==> config.mk <==
export PLATFORM = sky130hd
export DESIGN_NAME = animation_channel_bank
export DESIGN_NICKNAME = d
export VERILOG_FILES = /design/src/design/acb_pkg.sv /design/src/design/acb_divider.sv /design/src/design/animation_channel_bank.sv
export SDC_FILE = /design/constraint.sdc
export NUM_CORES = 2
export LEC_CHECK = 0
export BUFFER_PORTS_ARGS = -buffer_cell sky130_fd_sc_hd__buf_2
export CAP_MARGIN = 20
export CORE_MARGIN = 5
export CORE_UTILIZATION = 50
export DETAILED_ROUTE_END_ITERATION = 6
export HOLD_SLACK_MARGIN = 0.08
export PLACE_DENSITY = 0.67
export SLEW_MARGIN = 20
export SYNTH_ARGS = -nofsm -noshare
export SYNTH_HDL_FRONTEND = slang
export SYNTH_SLANG_ARGS = --single-unit
==> constraint.sdc <==
create_clock -name clk -period 10.7 [get_ports clk]
set_clock_uncertainty 0.05 [all_clocks]
set_input_delay 1.605 -clock clk [delete_from_list [all_inputs] [get_ports clk]]
set_output_delay 1.605 -clock clk [all_outputs]
set_load 0.01 [all_outputs]
==> src/design/acb_pkg.sv <==
`timescale 1ns / 1ps
package acb_pkg;
  localparam int CHANNELS = 8;
  localparam int CH_W = 3;
  localparam logic [7:0] FOREVER_CODE = 8'd255;
  localparam logic signed [16:0] DEFAULT_END = 17'sd100;
  localparam logic [9:0] MIN_PERIOD_RESET = 10'd10;

  localparam logic [2:0] OP_TICK = 3'd0;
  localparam logic [2:0] OP_CREATE = 3'd1;
  localparam logic [2:0] OP_START = 3'd2;
  localparam logic [2:0] OP_STOP = 3'd3;
  localparam logic [2:0] OP_DESTROY = 3'd4;
  localparam logic [2:0] OP_QUERY = 3'd5;

  localparam logic [1:0] ST_OK = 2'd0;
  localparam logic [1:0] ST_FULL = 2'd1;
  localparam logic [1:0] ST_UNUSED = 2'd2;

  typedef enum logic [2:0] {
    S_IDLE, S_CMD, S_TLOAD, S_TMUL, S_TDIV, S_TFIN, S_TEMPTY
  } state_t;

  typedef struct packed {
    logic start;
    logic signed [33:0] dividend;
    logic [15:0] divisor;
  } div_req_t;

  typedef struct packed {
    logic done;
    logic signed [33:0] quotient;
  } div_rsp_t;
endpackage

==> src/design/acb_divider.sv <==
`timescale 1ns / 1ps
module acb_divider (
  input  logic              clk,
  input  logic              rst_n,
  input  acb_pkg::div_req_t req,
  output acb_pkg::div_rsp_t rsp
);
  logic [33:0] rem_r, rem_nxt, quo_r, quo_nxt;
  logic [15:0] dsr_r, dsr_nxt;
  logic neg_r, neg_nxt, busy_r, busy_nxt, done_r, done_nxt;
  logic [5:0] cnt_r, cnt_nxt;
  logic [34:0] trial;
  logic [33:0] mag;

  always_comb begin
    rem_nxt = rem_r;
    quo_nxt = quo_r;
    dsr_nxt = dsr_r;
    neg_nxt = neg_r;
    busy_nxt = busy_r;
    cnt_nxt = cnt_r;
    done_nxt = 1'b0;
    trial = '0;
    mag = req.dividend[33] ? 34'(-req.dividend) : 34'(req.dividend);
    if (req.start) begin
      rem_nxt = '0;
      quo_nxt = mag;
      dsr_nxt = req.divisor;
      neg_nxt = req.dividend[33];
      busy_nxt = 1'b1;
      cnt_nxt = 6'd34;
    end else if (busy_r) begin
      trial = {rem_r, quo_r[33]} - {19'd0, dsr_r};
      if (!trial[34]) begin
        rem_nxt = trial[33:0];
        quo_nxt = {quo_r[32:0], 1'b1};
      end else begin
        rem_nxt = {rem_r[32:0], quo_r[33]};
        quo_nxt = {quo_r[32:0], 1'b0};
      end
      cnt_nxt = cnt_r - 6'd1;
      if (cnt_r == 6'd1) begin
        busy_nxt = 1'b0;
        done_nxt = 1'b1;
      end
    end
  end

  always_ff @(posedge clk) begin
    if (!rst_n) begin
      busy_r <= 1'b0;
      done_r <= 1'b0;
      cnt_r <= '0;
    end else begin
      busy_r <= busy_nxt;
      done_r <= done_nxt;
      cnt_r <= cnt_nxt;
    end
    rem_r <= rem_nxt;
    quo_r <= quo_nxt;
    dsr_r <= dsr_nxt;
    neg_r <= neg_nxt;
  end

  assign rsp.done = done_r;
  assign rsp.quotient = neg_r ? -$signed(quo_r) : $signed(quo_r);
endmodule

==> src/design/animation_channel_bank.sv <==
`timescale 1ns / 1ps
// Bank of eight animation channels driven by command transactions.
// Input: start with in_opcode, in_channel and create/tick operands; a
// transaction is taken when start is high and busy is low.
// Results: each one is shown for one cycle with out_valid high; out_last
// marks the final result of a transaction. Results cannot be stalled.
// Create, start, stop, destroy, query and unknown opcodes give one result,
// registered from the command state. A tick visits every channel in turn;
// a running channel past its delay needs a multiply state and a 34-step
// shared restoring divider, while any other channel goes straight from its
// load state to its finish state. A closing state follows the last channel,
// and the last result of a tick is registered from that closing state.
// busy is high from acceptance until the cycle in which the last result
// is shown. The next transaction may be accepted in that cycle.
// Configuration: cfg_valid/cfg_ready write min_period; ready is high
// while idle. A min_period of zero acts as one.
// Reset (synchronous, rst_n low) frees every channel and sets min_period
// to ten. Per-channel parameters are written by create.
module animation_channel_bank (
  input  logic               clk,
  input  logic               rst_n,
  input  logic               start,
  output logic               busy,
  input  logic [2:0]         in_opcode,
  input  logic [2:0]         in_channel,
  input  logic [15:0]        in_elapsed_ticks,
  input  logic [15:0]        in_delay_ticks,
  input  logic [15:0]        in_period_ticks,
  input  logic [7:0]         in_repeat_count,
  input  logic               in_ping_pong,
  input  logic signed [15:0] in_start_value,
  input  logic signed [15:0] in_end_value,
  input  logic               cfg_valid,
  output logic               cfg_ready,
  input  logic [9:0]         cfg_min_period,
  output logic               out_valid,
  output logic [1:0]         out_status,
  output logic [2:0]         out_channel_out,
  output logic signed [16:0] out_current_value,
  output logic               out_started,
  output logic               out_value_changed,
  output logic               out_reloaded,
  output logic               out_finished,
  output logic               out_is_running,
  output logic               out_last
);
  localparam int N = acb_pkg::CHANNELS;

  acb_pkg::state_t state_r, state_nxt;
  logic [9:0] minp_r;
  logic [N-1:0] used_r, used_nxt, run_r, run_nxt, fp_r, fp_nxt;
  logic signed [17:0] pos_r [N];
  logic [15:0] dly_r [N];
  logic [15:0] per_r [N];
  logic [7:0] rep_r [N];
  logic swp_r [N];
  logic signed [16:0] from_r [N];
  logic signed [16:0] to_r [N];
  logic signed [16:0] val_r [N];

  logic [2:0] op_r;
  logic [2:0] ch_r, ch_nxt;
  logic [15:0] el_r, dl_r, pd_r;
  logic [7:0] rc_r;
  logic pp_r;
  logic signed [15:0] sv_r, ev_r;
  logic [3:0] nres_r, nres_nxt;
  logic st_r, st_nxt;
  logic signed [17:0] cpos_r, cpos_nxt;
  logic signed [17:0] dlt;
  logic signed [35:0] mulw;

  acb_pkg::div_req_t dreq;
  acb_pkg::div_rsp_t drsp;
  acb_divider u_div (.clk(clk), .rst_n(rst_n), .req(dreq), .rsp(drsp));

  // pending write-back of one channel
  logic wr_pos, wr_val, wr_rel, wr_new;
  logic signed [17:0] pos_w;
  logic signed [16:0] val_w;
  logic [7:0] rep_w;

  // result register
  logic ov_nxt, ol_nxt, ost_nxt, ovc_nxt, orl_nxt, ofn_nxt, orun_nxt;
  logic [1:0] ostat_nxt;
  logic [2:0] och_nxt;
  logic signed [16:0] ocv_nxt;

  logic [15:0] mp;
  logic [2:0] free_idx;
  logic free_any;
  logic signed [17:0] padd;
  logic signed [16:0] v, fs, ts, nf, nt;
  logic again;
  logic [7:0] rdec;

  always_comb begin
    free_any = 1'b0;
    free_idx = '0;
    for (int i = N - 1; i >= 0; i--) begin
      if (!used_r[i]) begin
        free_any = 1'b1;
        free_idx = 3'(i);
      end
    end
  end

  assign mp = (minp_r == 10'd0) ? 16'd1 : {6'd0, minp_r};

  assign dlt = 18'(to_r[ch_r]) - 18'(from_r[ch_r]);
  assign mulw = $signed({1'b0, cpos_r[16:0]}) * dlt;

  always_comb begin
    state_nxt = state_r;
    used_nxt = used_r;
    run_nxt = run_r;
    fp_nxt = fp_r;
    ch_nxt = ch_r;
    nres_nxt = nres_r;
    st_nxt = st_r;
    cpos_nxt = cpos_r;
    dreq = '0;
    wr_pos = 1'b0; wr_val = 1'b0; wr_rel = 1'b0; wr_new = 1'b0;
    pos_w = '0; val_w = '0; rep_w = rep_r[ch_r];
    ov_nxt = 1'b0; ol_nxt = 1'b0; ost_nxt = 1'b0; ovc_nxt = 1'b0;
    orl_nxt = 1'b0; ofn_nxt = 1'b0; orun_nxt = 1'b0;
    ostat_nxt = acb_pkg::ST_OK; och_nxt = '0; ocv_nxt = '0;
    padd = pos_r[ch_r] + $signed({2'b00, el_r});
    v = '0; again = 1'b0; rdec = rep_r[ch_r];
    fs = from_r[ch_r]; ts = to_r[ch_r]; nf = fs; nt = ts;
    unique case (state_r)
      acb_pkg::S_IDLE: begin
        if (start) begin
          state_nxt = (in_opcode == acb_pkg::OP_TICK) ? acb_pkg::S_TLOAD : acb_pkg::S_CMD;
          ch_nxt = (in_opcode == acb_pkg::OP_TICK) ? 3'd0 : in_channel;
          nres_nxt = '0;
        end
      end
      acb_pkg::S_CMD: begin
        state_nxt = acb_pkg::S_IDLE;
        ov_nxt = 1'b1;
        ol_nxt = 1'b1;
        unique case (op_r)
          acb_pkg::OP_CREATE: begin
            if (free_any) begin
              used_nxt[free_idx] = 1'b1;
              run_nxt[free_idx] = 1'b0;
              fp_nxt[free_idx] = 1'b1;
              wr_new = 1'b1;
              och_nxt = free_idx;
              nf = 17'(sv_r); nt = 17'(ev_r);
              if (sv_r == ev_r) begin
                nf = '0; nt = acb_pkg::DEFAULT_END;
              end
              ocv_nxt = (nf < nt) ? nf - 17'sd1 : ((nf > nt) ? nf + 17'sd1 : 17'sd0);
            end else begin
              ostat_nxt = acb_pkg::ST_FULL;
            end
          end
          acb_pkg::OP_START, acb_pkg::OP_STOP, acb_pkg::OP_DESTROY,
          acb_pkg::OP_QUERY: begin
            och_nxt = ch_r;
            if (!used_r[ch_r]) begin
              ostat_nxt = acb_pkg::ST_UNUSED;
            end else begin
              if (op_r == acb_pkg::OP_START) begin
                run_nxt[ch_r] = 1'b1; fp_nxt[ch_r] = 1'b1;
              end
              if (op_r == acb_pkg::OP_STOP) run_nxt[ch_r] = 1'b0;
              if (op_r == acb_pkg::OP_DESTROY) begin
                used_nxt[ch_r] = 1'b0; run_nxt[ch_r] = 1'b0; fp_nxt[ch_r] = 1'b0;
              end else begin
                ocv_nxt = val_r[ch_r];
                orun_nxt = run_nxt[ch_r];
              end
            end
          end
          default: ;
        endcase
      end
      acb_pkg::S_TLOAD: begin
        st_nxt = 1'b0;
        if (used_r[ch_r] && run_r[ch_r]) begin
          st_nxt = fp_r[ch_r];
          fp_nxt[ch_r] = 1'b0;
          cpos_nxt = padd;
          if (padd >= 0) begin
            if (padd > $signed({2'b00, per_r[ch_r]})) cpos_nxt = $signed({2'b00, per_r[ch_r]});
            state_nxt = acb_pkg::S_TMUL;
          end else begin
            wr_pos = 1'b1; pos_w = padd;
            if (fp_r[ch_r]) begin
              if (nres_r < 4'd8) begin
                ov_nxt = 1'b1; och_nxt = ch_r; ost_nxt = 1'b1;
                ocv_nxt = val_r[ch_r]; orun_nxt = 1'b1;
                nres_nxt = nres_r + 4'd1;
              end
            end
            state_nxt = acb_pkg::S_TFIN;
          end
        end else begin
          state_nxt = acb_pkg::S_TFIN;
        end
      end
      acb_pkg::S_TMUL: begin
        dreq.start = 1'b1;
        dreq.dividend = mulw[33:0];
        dreq.divisor = per_r[ch_r];
        state_nxt = acb_pkg::S_TDIV;
      end
      acb_pkg::S_TDIV: begin
        if (drsp.done) begin
          v = 17'(fs + 17'(drsp.quotient));
          wr_pos = 1'b1; pos_w = cpos_r;
          wr_val = 1'b1; val_w = val_r[ch_r];
          ovc_nxt = (v != val_r[ch_r]);
          if (ovc_nxt) val_w = v;
          if (cpos_r >= $signed({2'b00, per_r[ch_r]})) begin
            val_w = '0;
            if (rep_r[ch_r] == acb_pkg::FOREVER_CODE) again = 1'b1;
            else if (rep_r[ch_r] != 8'd0) rdec = rep_r[ch_r] - 8'd1;
            if (rdec != 8'd0) again = 1'b1;
            rep_w = rdec;
            if (again) begin
              wr_rel = 1'b1;
              pos_w = -$signed({2'b00, dly_r[ch_r]});
              if (swp_r[ch_r]) begin nf = ts; nt = fs; end
              if (nf < nt) val_w = nf - 17'sd1;
              else if (nf > nt) val_w = nf + 17'sd1;
              orl_nxt = 1'b1;
            end else begin
              run_nxt[ch_r] = 1'b0;
              ofn_nxt = 1'b1;
            end
          end
          if ((st_r || ovc_nxt || orl_nxt || ofn_nxt) && nres_r < 4'd8) begin
            ov_nxt = 1'b1; och_nxt = ch_r; ost_nxt = st_r;
            ocv_nxt = val_w; orun_nxt = run_nxt[ch_r];
            nres_nxt = nres_r + 4'd1;
          end else begin
            ovc_nxt = 1'b0; orl_nxt = 1'b0; ofn_nxt = 1'b0;
          end
          state_nxt = acb_pkg::S_TFIN;
        end
      end
      acb_pkg::S_TFIN: begin
        if (ch_r == 3'(N - 1)) begin
          state_nxt = acb_pkg::S_TEMPTY;
        end else begin
          ch_nxt = ch_r + 3'd1;
          state_nxt = acb_pkg::S_TLOAD;
        end
      end
      acb_pkg::S_TEMPTY: begin
        // out_last is flagged on the held final result below
        state_nxt = acb_pkg::S_IDLE;
      end
      default: state_nxt = acb_pkg::S_IDLE;
    endcase
  end

  // Tick results are held one slot so the last one can be tagged.
  logic hv_r;
  logic [1:0] hstat_r;
  logic [2:0] hch_r;
  logic signed [16:0] hcv_r;
  logic hst_r, hvc_r, hrl_r, hfn_r, hrun_r;
  logic tick_end;
  assign tick_end = (state_r == acb_pkg::S_TEMPTY);

  always_ff @(posedge clk) begin
    if (!rst_n) begin
      state_r <= acb_pkg::S_IDLE;
      minp_r <= acb_pkg::MIN_PERIOD_RESET;
      used_r <= '0; run_r <= '0; fp_r <= '0;
      out_valid <= 1'b0; out_last <= 1'b0; hv_r <= 1'b0;
      nres_r <= '0; ch_r <= '0; st_r <= 1'b0;
    end else begin
      state_r <= state_nxt;
      if (cfg_valid && cfg_ready) minp_r <= cfg_min_period;
      used_r <= used_nxt; run_r <= run_nxt; fp_r <= fp_nxt;
      nres_r <= nres_nxt; ch_r <= ch_nxt; st_r <= st_nxt;
      out_valid <= (state_r == acb_pkg::S_CMD) || (ov_nxt && hv_r) || tick_end;
      out_last <= (state_r == acb_pkg::S_CMD) || tick_end;
      if (ov_nxt && state_r != acb_pkg::S_CMD) begin
        hv_r <= 1'b1;
      end else if (tick_end) begin
        hv_r <= 1'b0;
      end
    end
    if (state_r == acb_pkg::S_CMD) begin
      out_status <= ostat_nxt; out_channel_out <= och_nxt;
      out_current_value <= ocv_nxt; out_started <= 1'b0;
      out_value_changed <= 1'b0; out_reloaded <= 1'b0;
      out_finished <= 1'b0; out_is_running <= orun_nxt;
    end else if (ov_nxt || tick_end) begin
      out_status <= hv_r ? hstat_r : acb_pkg::ST_OK;
      out_channel_out <= hv_r ? hch_r : 3'd0;
      out_current_value <= hv_r ? hcv_r : 17'sd0;
      out_started <= hv_r & hst_r; out_value_changed <= hv_r & hvc_r;
      out_reloaded <= hv_r & hrl_r; out_finished <= hv_r & hfn_r;
      out_is_running <= hv_r & hrun_r;
    end
    if (ov_nxt && state_r != acb_pkg::S_CMD) begin
      hstat_r <= ostat_nxt; hch_r <= och_nxt; hcv_r <= ocv_nxt;
      hst_r <= ost_nxt; hvc_r <= ovc_nxt; hrl_r <= orl_nxt;
      hfn_r <= ofn_nxt; hrun_r <= orun_nxt;
    end
    if (state_r == acb_pkg::S_IDLE && start) begin
      op_r <= in_opcode; el_r <= in_elapsed_ticks; dl_r <= in_delay_ticks;
      pd_r <= in_period_ticks; rc_r <= in_repeat_count; pp_r <= in_ping_pong;
      sv_r <= in_start_value; ev_r <= in_end_value;
    end
    cpos_r <= cpos_nxt;
    if (wr_new) begin
      pos_r[free_idx] <= -$signed({2'b00, dl_r});
      dly_r[free_idx] <= dl_r;
      per_r[free_idx] <= (pd_r < mp) ? mp : pd_r;
      rep_r[free_idx] <= rc_r;
      swp_r[free_idx] <= pp_r;
      from_r[free_idx] <= nf;
      to_r[free_idx] <= nt;
      val_r[free_idx] <= ocv_nxt;
    end
    if (wr_pos) pos_r[ch_r] <= pos_w;
    if (wr_val) begin
      val_r[ch_r] <= val_w;
      rep_r[ch_r] <= rep_w;
    end
    if (wr_rel) begin
      from_r[ch_r] <= nf;
      to_r[ch_r] <= nt;
    end
  end

  assign busy = (state_r != acb_pkg::S_IDLE);
  assign cfg_ready = (state_r == acb_pkg::S_IDLE);

`ifndef SYNTHESIS
  a_last_valid: assert property (@(posedge clk) disable iff (!rst_n)
    out_last |-> out_valid) else $error("last without valid");
  a_idle_quiet: assert property (@(posedge clk) disable iff (!rst_n)
    (!busy && $past(!busy)) |-> !out_valid) else $error("result while idle");
  a_run_used: assert property (@(posedge clk) disable iff (!rst_n)
    (run_r & ~used_r) == '0) else $error("running free channel");
`endif
endmodule
==> flow_metrics.tcl <==
set metrics [dict create \
    clock_path_buffers 3 \
    syn-num-nets 6236 \
    grt_start_max_net_pins 96 \
    gp_congestion 0.953 \
    min-delay-start "minp_r[0]" \
    slew_headroom 0.193 \
    status "complete, but fails checks" \
    coreArea_um2 137000 \
    hold_viol 0 \
    critPathArrivalTime_ns 10.80 \
    avgSynthCellArea_um2 12.3 \
    num_rows 136 \
    dpl.hpwl_um 131000 \
    diodes 0 \
    antenna_found_initial 3 \
    drv_slew 0 \
    die-height_um 381 \
    clk_latency_ns 0.76 \
    failed_checks "design-rule violations" \
    ios 140 \
    seqCellArea_um2 34700 \
    drc 16 \
    antenna_left 0 \
    seq_area_frac_synth 0.504 \
    cts_tree "yes" \
    crit_top_cell "fa_1" \
    grt.total_usage 0.253 \
    wirelength_um 187000 \
    ys_ff_latch 1188 \
    maxCapViolations 0 \
    detail_route.iter0.violations 5194 \
    hold_class "reg2reg" \
    yosys_warnings 0 \
    tightest_slew_ns 1.20 \
    netlist_instances 5608 \
    cp_max_fo 6 \
    dr.pass1.iters 7 \
    syn_area_um2 68900 \
    critical_path_class "reg2reg" \
    syn_to_final_growth_pct 11.8 \
    max_freq_ghz 0.0966 \
    numPortBuffers 139 \
    cts.sinks 1188 \
    synth.area.top_cells "edfxtp_1 (48%), mux4_2 (7.1%), fa_1 (7.1%), ha_1 (5.0%), nand2_1 (3.0%)" \
    setup_violations 0 \
    synthArstFlopShare 0 \
    cts_made_buffers 120 \
    clockRootBuffer "clkbuf_16" \
    slowest_stage "mux4_2" \
    multi_input_area_um2 31600 \
    vias 47300 \
    cts_max_level 3 \
    grt_pass1_wl_um 283000 \
    initial_core_util 0.502 \
    ys.flop_type "edfxtp_1" \
    slowest_delay_ns 0.53 \
    whs_ns 0.413 \
    grt_pass1_vias 46700 \
    wire_per_inst_um 24.4 \
    die_w_um 381 \
    min_period_over_period 0.967 \
    grt.overflow.total 0 \
    synth_area_leader_cell "edfxtp_1" \
    final_nets 6427 \
    synth.distinct_cells 97 \
    endpoint_kind "flop" \
    final_cell_mix "edfxtp_1 (1091), nand2_1 (550), inv_1 (454)" \
    final_common_cell "edfxtp_1" \
    die_area_um2 145000 \
    yosys.area.top_type_share 0.476 \
    synth_edf_count 1091 \
    final.min_clock_period_ns 10.35 \
    required_ns 11.15 \
    clk_pin_slew_ns 0.06 \
    drive_above_1_share 0.161 \
    critPathLaunchType "flop" \
    fill_cells 11300 \
    viasPerCell 6.14 \
]
what timing repair did:
action | 4_1_cts | 5_1_grt
cloned | 0 | 1
hold buffers | 0 | 0
setup buffers | 0 | 14
hold endpoints to repair | 0 | 0
gates resized for setup | 2 | 49
pin swaps | 0 | 13
setup endpoints to repair | 12 | 34
cell usage after synthesis (42+ instances only):
cell type	instances
dfxtp_1	97
mux2i_1	150
a31oi_1	42
clkbuf_1	202
a21o_1	74
o21ai_0	250
ha_1	275
fa_1	244
xnor2_1	126
edfxtp_1	1091
inv_1	456
nor2_1	300
xor2_1	108
mux2_2	46
mux4_2	217
nand3_1	130
a21oi_1	226
o211ai_1	57
nand2_1	551
nand4_1	70
nor3_1	90
a211oi_1	44
and2_1	120
critical path: cells and delay by family (launching register included):
kind	cells	cell delay, ns
xor gates and xnor gates	1	0.19
AOI/OAI and AO/OA	14	3.29
DFF	1	0.45
and+or+nand+nor	6	0.79
adders and majority gates	8	3.29
muxes	2	0.74
buffers and inverters	11	1.32
layer usage:
layer / vias up / global-route usage / routed length [um]
met5: - / 0 / 20
li1: 21000 / - / -
met4: 2 / 0.0884 / 6830
met1: 23700 / 0.354 / 77500
met3: 390 / 0.0385 / 15700
met2: 2175 / 0.407 / 87400
registers in the layout, summed over array words and instances, names as in the netlist, 10 cells and up, named ones only:
signal             count
pos_r                144
from_r               136
to_r                 136
val_r                136
dly_r                128
per_r                128
rep_r                 64
u_div.quo_r           34
u_div.rem_r           34
cpos_r                18
hcv_r                 17
out_current_value     17
dl_r                  16
el_r                  16
ev_r                  16
pd_r                  16
sv_r                  16
u_div.dsr_r           16
minp_r                10
path summary, 6_finish.rpt:
check             cells after the start  slack [ns]         endpoint
hold / removal                        2        0.41        minp_r[0]
setup / recovery                     42        0.35  u_div.quo_r[33]
hold reg to reg                       2        0.41        minp_r[0]
setup reg to reg                     42        0.35  u_div.quo_r[33]
kinds of logic after synthesis:
logic type | share of synthesized area
buffers and inverters | 0.0446
adder cells (fa/ha/maj) | 0.121
flip-flops | 0.504
AND/OR/NAND/NOR | 0.106
multiplexers | 0.103
XOR/XNOR | 0.0301
AO/OA/AOI/OAI | 0.0919
area by class of cell:
cell class                      instances  share of cell area
Tap cell                             1794              0.0291
Inverter                              460              0.0224
Clock buffer                          138              0.0399
Sequential cell                      1188               0.451
Timing Repair Buffer                  355              0.0322
Clock inverter                         89              0.0157
Multi-Input combinational cell       3674               0.410
per-stage QoR:
stage / instance area [um2] / cells / util / setup slack, ns / TNS [ns]
after global placement: 72300 / 7455 / 0.527 / -0.0477 / -0.0853
after CTS: 76600 / 7682 / 0.559 / 0.0182 / 0
after global routing: 77000 / 7698 / 0.562 / -0.0606 / -0.508
after detailed placement: 72300 / 7455 / 0.527 / -0.104 / -0.331
final: 77000 / 7698 / 0.562 / 0.350 / 0
after floorplan: 68900 / 5608 / - / 0.0153 / 0
Power is not shown: default switching activity piles up to over one toggle a cycle in this logic, so the estimate is an artifact.
